## src/hw/rtl/gcms_pkg.sv

```systemverilog
// shared constants, codes and control types of the gc mark-set engine
package gcms_pkg;

    // default sizes
    localparam int DEF_HEAP_WORDS    = 65536;
    localparam int DEF_GREY_DEPTH    = 1024;
    localparam int DEF_MAP_WORD_BITS = 64;

    // heap_words register value after reset
    localparam int HEAP_WORDS_RST = 65536;

    // field widths
    localparam int ACTION_W     = 3;
    localparam int ADDR_W       = 32;
    localparam int STATUS_W     = 4;
    localparam int OFFSET_W     = 16;
    localparam int HEAP_WORDS_W = 17;
    localparam int CFG_IDX_W    = 1;
    localparam int CFG_DATA_W   = 32;

    // stream data widths, padded to whole bytes
    localparam int S_TDATA_W = 40;
    localparam int M_TDATA_W = 56;
    localparam int M_PAD_W   = M_TDATA_W - STATUS_W - ADDR_W - OFFSET_W;

    typedef logic [ACTION_W-1:0] t_action;
    typedef logic [STATUS_W-1:0] t_status;

    // action codes
    localparam t_action ACT_OFFER  = 3'd0;
    localparam t_action ACT_TAKE   = 3'd1;
    localparam t_action ACT_NEXT   = 3'd2;
    localparam t_action ACT_REWIND = 3'd3;
    localparam t_action ACT_CLEAR  = 3'd4;

    // result status codes
    localparam t_status ST_QUEUED    = 4'd0;
    localparam t_status ST_OFF_HEAP  = 4'd1;
    localparam t_status ST_ALREADY   = 4'd2;
    localparam t_status ST_FULL      = 4'd3;
    localparam t_status ST_TAKEN     = 4'd4;
    localparam t_status ST_EMPTY     = 4'd5;
    localparam t_status ST_FOUND     = 4'd6;
    localparam t_status ST_EXHAUSTED = 4'd7;
    localparam t_status ST_DONE      = 4'd8;

    // configuration register indexes
    localparam logic [CFG_IDX_W-1:0] CFG_HEAP_BASE  = 1'b0;
    localparam logic [CFG_IDX_W-1:0] CFG_HEAP_WORDS = 1'b1;

    // controller to datapath
    typedef struct packed {
        logic    capture;     // latch offered address and heap offset
        logic    map_off;     // bitmap port addressed by offered word
        logic    map_set;     // write back word with mark bit set
        logic    fifo_push;   // queue latched address
        logic    grey_cap;    // hold head entry for the result
        logic    fifo_pop;    // retire head entry
        logic    scan_hit;    // record found offset, move scan past it
        logic    scan_adv;    // move scan to next word, read it
        logic    scan_rewind; // scan back to offset zero
        logic    clear_ptrs;  // empty queue, rewind scan, restart sweep
        logic    clr_step;    // zero one bitmap word
        logic    out_load;    // load result register
        t_status status;      // status for the result register
    } t_cmd;

    // datapath to controller
    typedef struct packed {
        logic on_heap;
        logic bit_set;
        logic fifo_full;
        logic fifo_empty;
        logic scan_end;
        logic scan_any;
        logic scan_last;
        logic clr_last;
        logic out_busy;
    } t_sts;

endpackage

```

## src/hw/rtl/gcms_ctrl.sv

```systemverilog
// controller state machine of the gc mark-set engine
module gcms_ctrl import gcms_pkg::*; (
    input  logic    i_clk,
    input  logic    i_rst_n,
    input  logic    i_s_tvalid,
    output logic    o_s_tready,
    input  t_action i_action,
    input  t_sts    i_sts,
    output t_cmd    o_cmd
);

    localparam logic [2:0] S_BOOT      = 3'd0;
    localparam logic [2:0] S_IDLE      = 3'd1;
    localparam logic [2:0] S_OFFER_CHK = 3'd2;
    localparam logic [2:0] S_OFFER_TST = 3'd3;
    localparam logic [2:0] S_TAKE      = 3'd4;
    localparam logic [2:0] S_SCAN      = 3'd5;
    localparam logic [2:0] S_CLR       = 3'd6;
    localparam logic [2:0] S_RESULT    = 3'd7;

    logic [2:0] r_state, n_state;
    t_status    r_status, n_status;

    always_ff @(posedge i_clk) begin
        if (!i_rst_n) begin
            r_state  <= S_BOOT;
            r_status <= ST_DONE;
        end else begin
            r_state  <= n_state;
            r_status <= n_status;
        end
    end

    assign o_s_tready = (r_state == S_IDLE);

    always_comb begin
        n_state      = r_state;
        n_status     = r_status;
        o_cmd        = '0;
        o_cmd.status = r_status;
        unique case (r_state)
            S_BOOT: begin
                o_cmd.clr_step = 1'b1;
                if (i_sts.clr_last) n_state = S_IDLE;
            end
            S_IDLE: begin
                if (i_s_tvalid) begin
                    o_cmd.capture = 1'b1;
                    unique case (i_action)
                        ACT_OFFER: n_state = S_OFFER_CHK;
                        ACT_TAKE: begin
                            if (i_sts.fifo_empty) begin
                                n_status = ST_EMPTY;
                                n_state  = S_RESULT;
                            end else begin
                                n_state = S_TAKE;
                            end
                        end
                        ACT_NEXT: begin
                            if (i_sts.scan_end) begin
                                n_status = ST_EXHAUSTED;
                                n_state  = S_RESULT;
                            end else begin
                                n_state = S_SCAN;
                            end
                        end
                        ACT_REWIND: begin
                            o_cmd.scan_rewind = 1'b1;
                            n_status = ST_DONE;
                            n_state  = S_RESULT;
                        end
                        ACT_CLEAR: begin
                            o_cmd.clear_ptrs = 1'b1;
                            n_state = S_CLR;
                        end
                        default: begin
                            n_status = ST_DONE;
                            n_state  = S_RESULT;
                        end
                    endcase
                end
            end
            S_OFFER_CHK: begin
                o_cmd.map_off = 1'b1;
                if (!i_sts.on_heap) begin
                    n_status = ST_OFF_HEAP;
                    n_state  = S_RESULT;
                end else begin
                    n_state = S_OFFER_TST;
                end
            end
            S_OFFER_TST: begin
                o_cmd.map_off = 1'b1;
                n_state = S_RESULT;
                priority if (i_sts.bit_set) begin
                    n_status = ST_ALREADY;
                end else if (i_sts.fifo_full) begin
                    n_status = ST_FULL;
                end else begin
                    o_cmd.map_set   = 1'b1;
                    o_cmd.fifo_push = 1'b1;
                    n_status = ST_QUEUED;
                end
            end
            S_TAKE: begin
                o_cmd.grey_cap = 1'b1;
                o_cmd.fifo_pop = 1'b1;
                n_status = ST_TAKEN;
                n_state  = S_RESULT;
            end
            S_SCAN: begin
                if (i_sts.scan_any) begin
                    o_cmd.scan_hit = 1'b1;
                    n_status = ST_FOUND;
                    n_state  = S_RESULT;
                end else begin
                    o_cmd.scan_adv = 1'b1;
                    if (i_sts.scan_last) begin
                        n_status = ST_EXHAUSTED;
                        n_state  = S_RESULT;
                    end
                end
            end
            S_CLR: begin
                o_cmd.clr_step = 1'b1;
                if (i_sts.clr_last) begin
                    n_status = ST_DONE;
                    n_state  = S_RESULT;
                end
            end
            S_RESULT: begin
                if (!i_sts.out_busy) begin
                    o_cmd.out_load = 1'b1;
                    n_state = S_IDLE;
                end
            end
            default: n_state = S_IDLE;
        endcase
    end

endmodule

```

## config.mk

```make
export PLATFORM = sky130hd
export DESIGN_NAME = gcms_ctrl
export DESIGN_NICKNAME = d
export VERILOG_FILES = /design/src/hw/rtl/gcms_pkg.sv /design/src/hw/rtl/gcms_ctrl.sv
export SDC_FILE = /design/constraint.sdc
export NUM_CORES = 1
export LEC_CHECK = 0
export BUFFER_PORTS_ARGS = -buffer_cell sky130_fd_sc_hd__buf_4
export CAP_MARGIN = 10
export CORE_AREA = 2 2 47 53
export CTS_CLUSTER_SIZE = 24
export DETAILED_ROUTE_END_ITERATION = 8
export DIE_AREA = 0 0 49 55
export PLACE_DENSITY = 0.72
export SYNTH_ARGS = -nofsm -noshare
export SYNTH_HDL_FRONTEND = slang
export SYNTH_SLANG_ARGS = --single-unit
```

## constraint.sdc

```tcl
create_clock -name i_clk -period 2.4 [get_ports i_clk]
set_clock_uncertainty 0.2 [all_clocks]
set_input_delay 0.48 -clock i_clk [delete_from_list [all_inputs] [get_ports i_clk]]
set_output_delay 0.48 -clock i_clk [all_outputs]
set_load 0.05 [all_outputs]
```

==> results.md <==
* Status: finished, final reports clean
* Largest net degree at the start of global routing at 15
* Syn_nets at roughly 100
* Max_cap viols at 0
* CP Launch Type: register
* CTS clock-pin slew for the worst setup and hold paths at 0.05 ns
* Setup Buffers After CTS at 0
* Worst setup EP type: primary output
* Non-Filler Instances at about 150
* Core area at ~0.0022 mm^2
* Area grow syn2layout at 37.89%
* Setup CP Type: reg2out
* Gpl congestion at roughly 0.93
* Slew Limit Fails at 0
* Antenna Cells at 0
* Total GRT Usage at approximately 14%
* I/O pins at 32
* Area contributors post-synth: dfxtp_1 (20%), o21ai_0 (6.3%), mux2i_1 (4.2%)
* Final Power at around 0.74 mW
* Top cells by count, synth: o21ai_0 (9), nor2_1 (8), dfxtp_1 (7)
* Seq/Total Area, Yosys at 19.65%
* Clock Path Buffers at 2
* Post-layout min period at around 2.3 ns
* Port Buffers at 31
* Hold crit path type: reg2reg
* Post-Place Cells at roughly 140
* Worst Hold Margin at ~0.26 ns
* Total congestion overflow at 0
* Total Routed Length at 1.746 mm
* Num CTS Buffers at 3
* Iter 0 DRT Violations at 11
* Reg2reg setup slack at 0.40 ns
* Vias at around 760
* CTS Hold Bufs at 0
* Root Buffer: clkbuf_4
* # setup viols final at 0
* Antenna Violating Nets Remaining at 0
* Vias in the first global route at ~690
* CTS tree: built
* Hold Path Cell Cnt at 2
* Post-CTS Resized at 0
* CP max FO at 13
* VDD IR max at 0.3472 mV
* Mapped Cells at 89
* Crit path required time at about 1.7 ns
* Dominant cell type by area after synthesis: dfxtp_1
* Ys flop type: dfxtp_1
* First-pass iteration count of the detailed router at 4
* Worst Path Arrival at roughly 1.6 ns
* Initial core utilization at between 30% and 40%
* Via density at about 5.2
* RSZ-0062 raised after global routing: no
* Slew @ Worst Pin at about 0.51 ns
* Reg2reg end: r_status[3]
* Worst skew pair latency at 0.25 ns
* Number of cell rows at 18
* Final hold vios at 0
* WHS Endpoint: r_status[2]
* Worst-case reg-to-reg path depth at 4
* Mapped Area at just over 700 um^2
* Peak Freq at around 0.43 GHz
* Pleak at roughly 0.42 nW
* Fin Setup TNS at 0 ns
* Layout Nets at ~130
* Die area at about 0.0027 mm^2
* Hold wc startpoint: r_status[2]
* CTS sink cnt at 7
* DRC at 0
* Distinct cells, synth at 39
* Die Y at 55 um
* Warnings from Yosys at 0
* First-pass GRT wire length at roughly 2.9 mm
* Share of layout cells above drive strength 1 at between 40 and 50%
* DPL Wire Length at around 1.4 mm
* Crit share post-route at 95.98%
* Most common cell in the netlist: o21ai_0
* Seq cells post-synth at 7
* Number of synthesized flops with an enable pin at 0
* Die width at just under 50 um
* DR WL/cell at 11.96 um
* Top-area cell type share of the netlist area at 19.65%
* H-tree Lvls at 1
* PwrDens at about 750 mW/mm^2
* R2r startpoint: r_state[2]
* Slew HR at between 60% and 70%
* Async SR Flop Fraction at 0%
* Initial antenna violation count at 0
* Syn avg cell area at between 8 and 9 um^2
## area by class of cell
type                       count  area [um^2]
clock buffer                   4        26.28
fill                         213         1201
inverter                       3        11.26
multi-input combinational     69        518.0
sequential                     7        142.6
tap                           30        37.54
timing repair buffer          33        247.7
## worst max-delay path, cell delays in order, from the launching register on
cell and delay, ns:
dfxtp_1 0.64, nor4bb_4 0.45, buf_4 0.28
## per-layer routing
| layer | wire length, um | part of all wire [%] | vias to the layer above | global-route usage (%) |
|---|---|---|---|---|
| met1 | 810 | 46 | 339 | 17.64 |
| met5 | 0 | 0 | - | 0 |
| met3 | 89 | 5.1 | 6 | 1.882 |
| li1 | - | - | 380 | - |
| met2 | 796 | 46 | 32 | 21.69 |
| met4 | 49 | 2.8 | 0 | 10.00 |
## state kept, by name, summed over array words and instances, names as in the netlist
signal    cells
r_status      4
r_state       3
## where the power goes
group	internal [mW]	switching [mW]	total (mW)
Clock	0.0636	0.0457	0.109
Sequential	0.144	0.0465	0.190
Combinational	0.174	0.268	0.442
## how the worst max path moves through the flow
stage,from,to,cells past startpoint
floorplan,r_state[2],o_cmd[7],4
global placement,r_state[0],o_cmd[7],4
detailed placement,r_state[1],o_cmd[7],4
CTS,r_state[1],o_cmd[7],4
global route,r_state[2],o_cmd[7],4
finish,r_state[2],o_cmd[8],2
## cells by family after synthesis
| kind of cell | after synthesis | share of synthesized area [%] |
|---|---|---|
| flip-flops | 7 | 19.65 |
| multiplexers | 4 | 6.315 |
| buffers and inverters | 13 | 9.999 |
| XOR/XNOR | 1 | 1.228 |
| AO/OA/AOI/OAI | 27 | 27.54 |
| AND/OR/NAND/NOR | 37 | 35.26 |
## layout by cell type (no fill, tap or decap), types with 2 or more instances in the layout
cell type,synthesis,layout
buf_4,3,33
o21ai_0,9,9
nor2_1,8,8
nand2_1,6,6
a21oi_1,5,5
dfxtp_1,7,5
inv_1,3,3
nor3b_1,3,3
mux2i_1,3,3
clkbuf_4,0,3
and3_1,3,2
o211ai_1,2,2
nand2b_1,2,2
and2_1,3,2
a211oi_1,2,2
dfxtp_2,0,2
## per-stage QoR
step,instance area (um^2),setup WS [ns],utilization (%)
6_report,983.4,0.09639,45.02
5_1_grt,983.4,0.003901,45.02
4_1_cts,980.9,0.08120,44.90
3_5_place_dp,954.7,0.3653,43.70
3_3_place_gp,954.7,0.3870,43.70
2_1_floorplan,729.5,-0.3090,-
No activity file was read; power rests on OpenSTA's default activity.
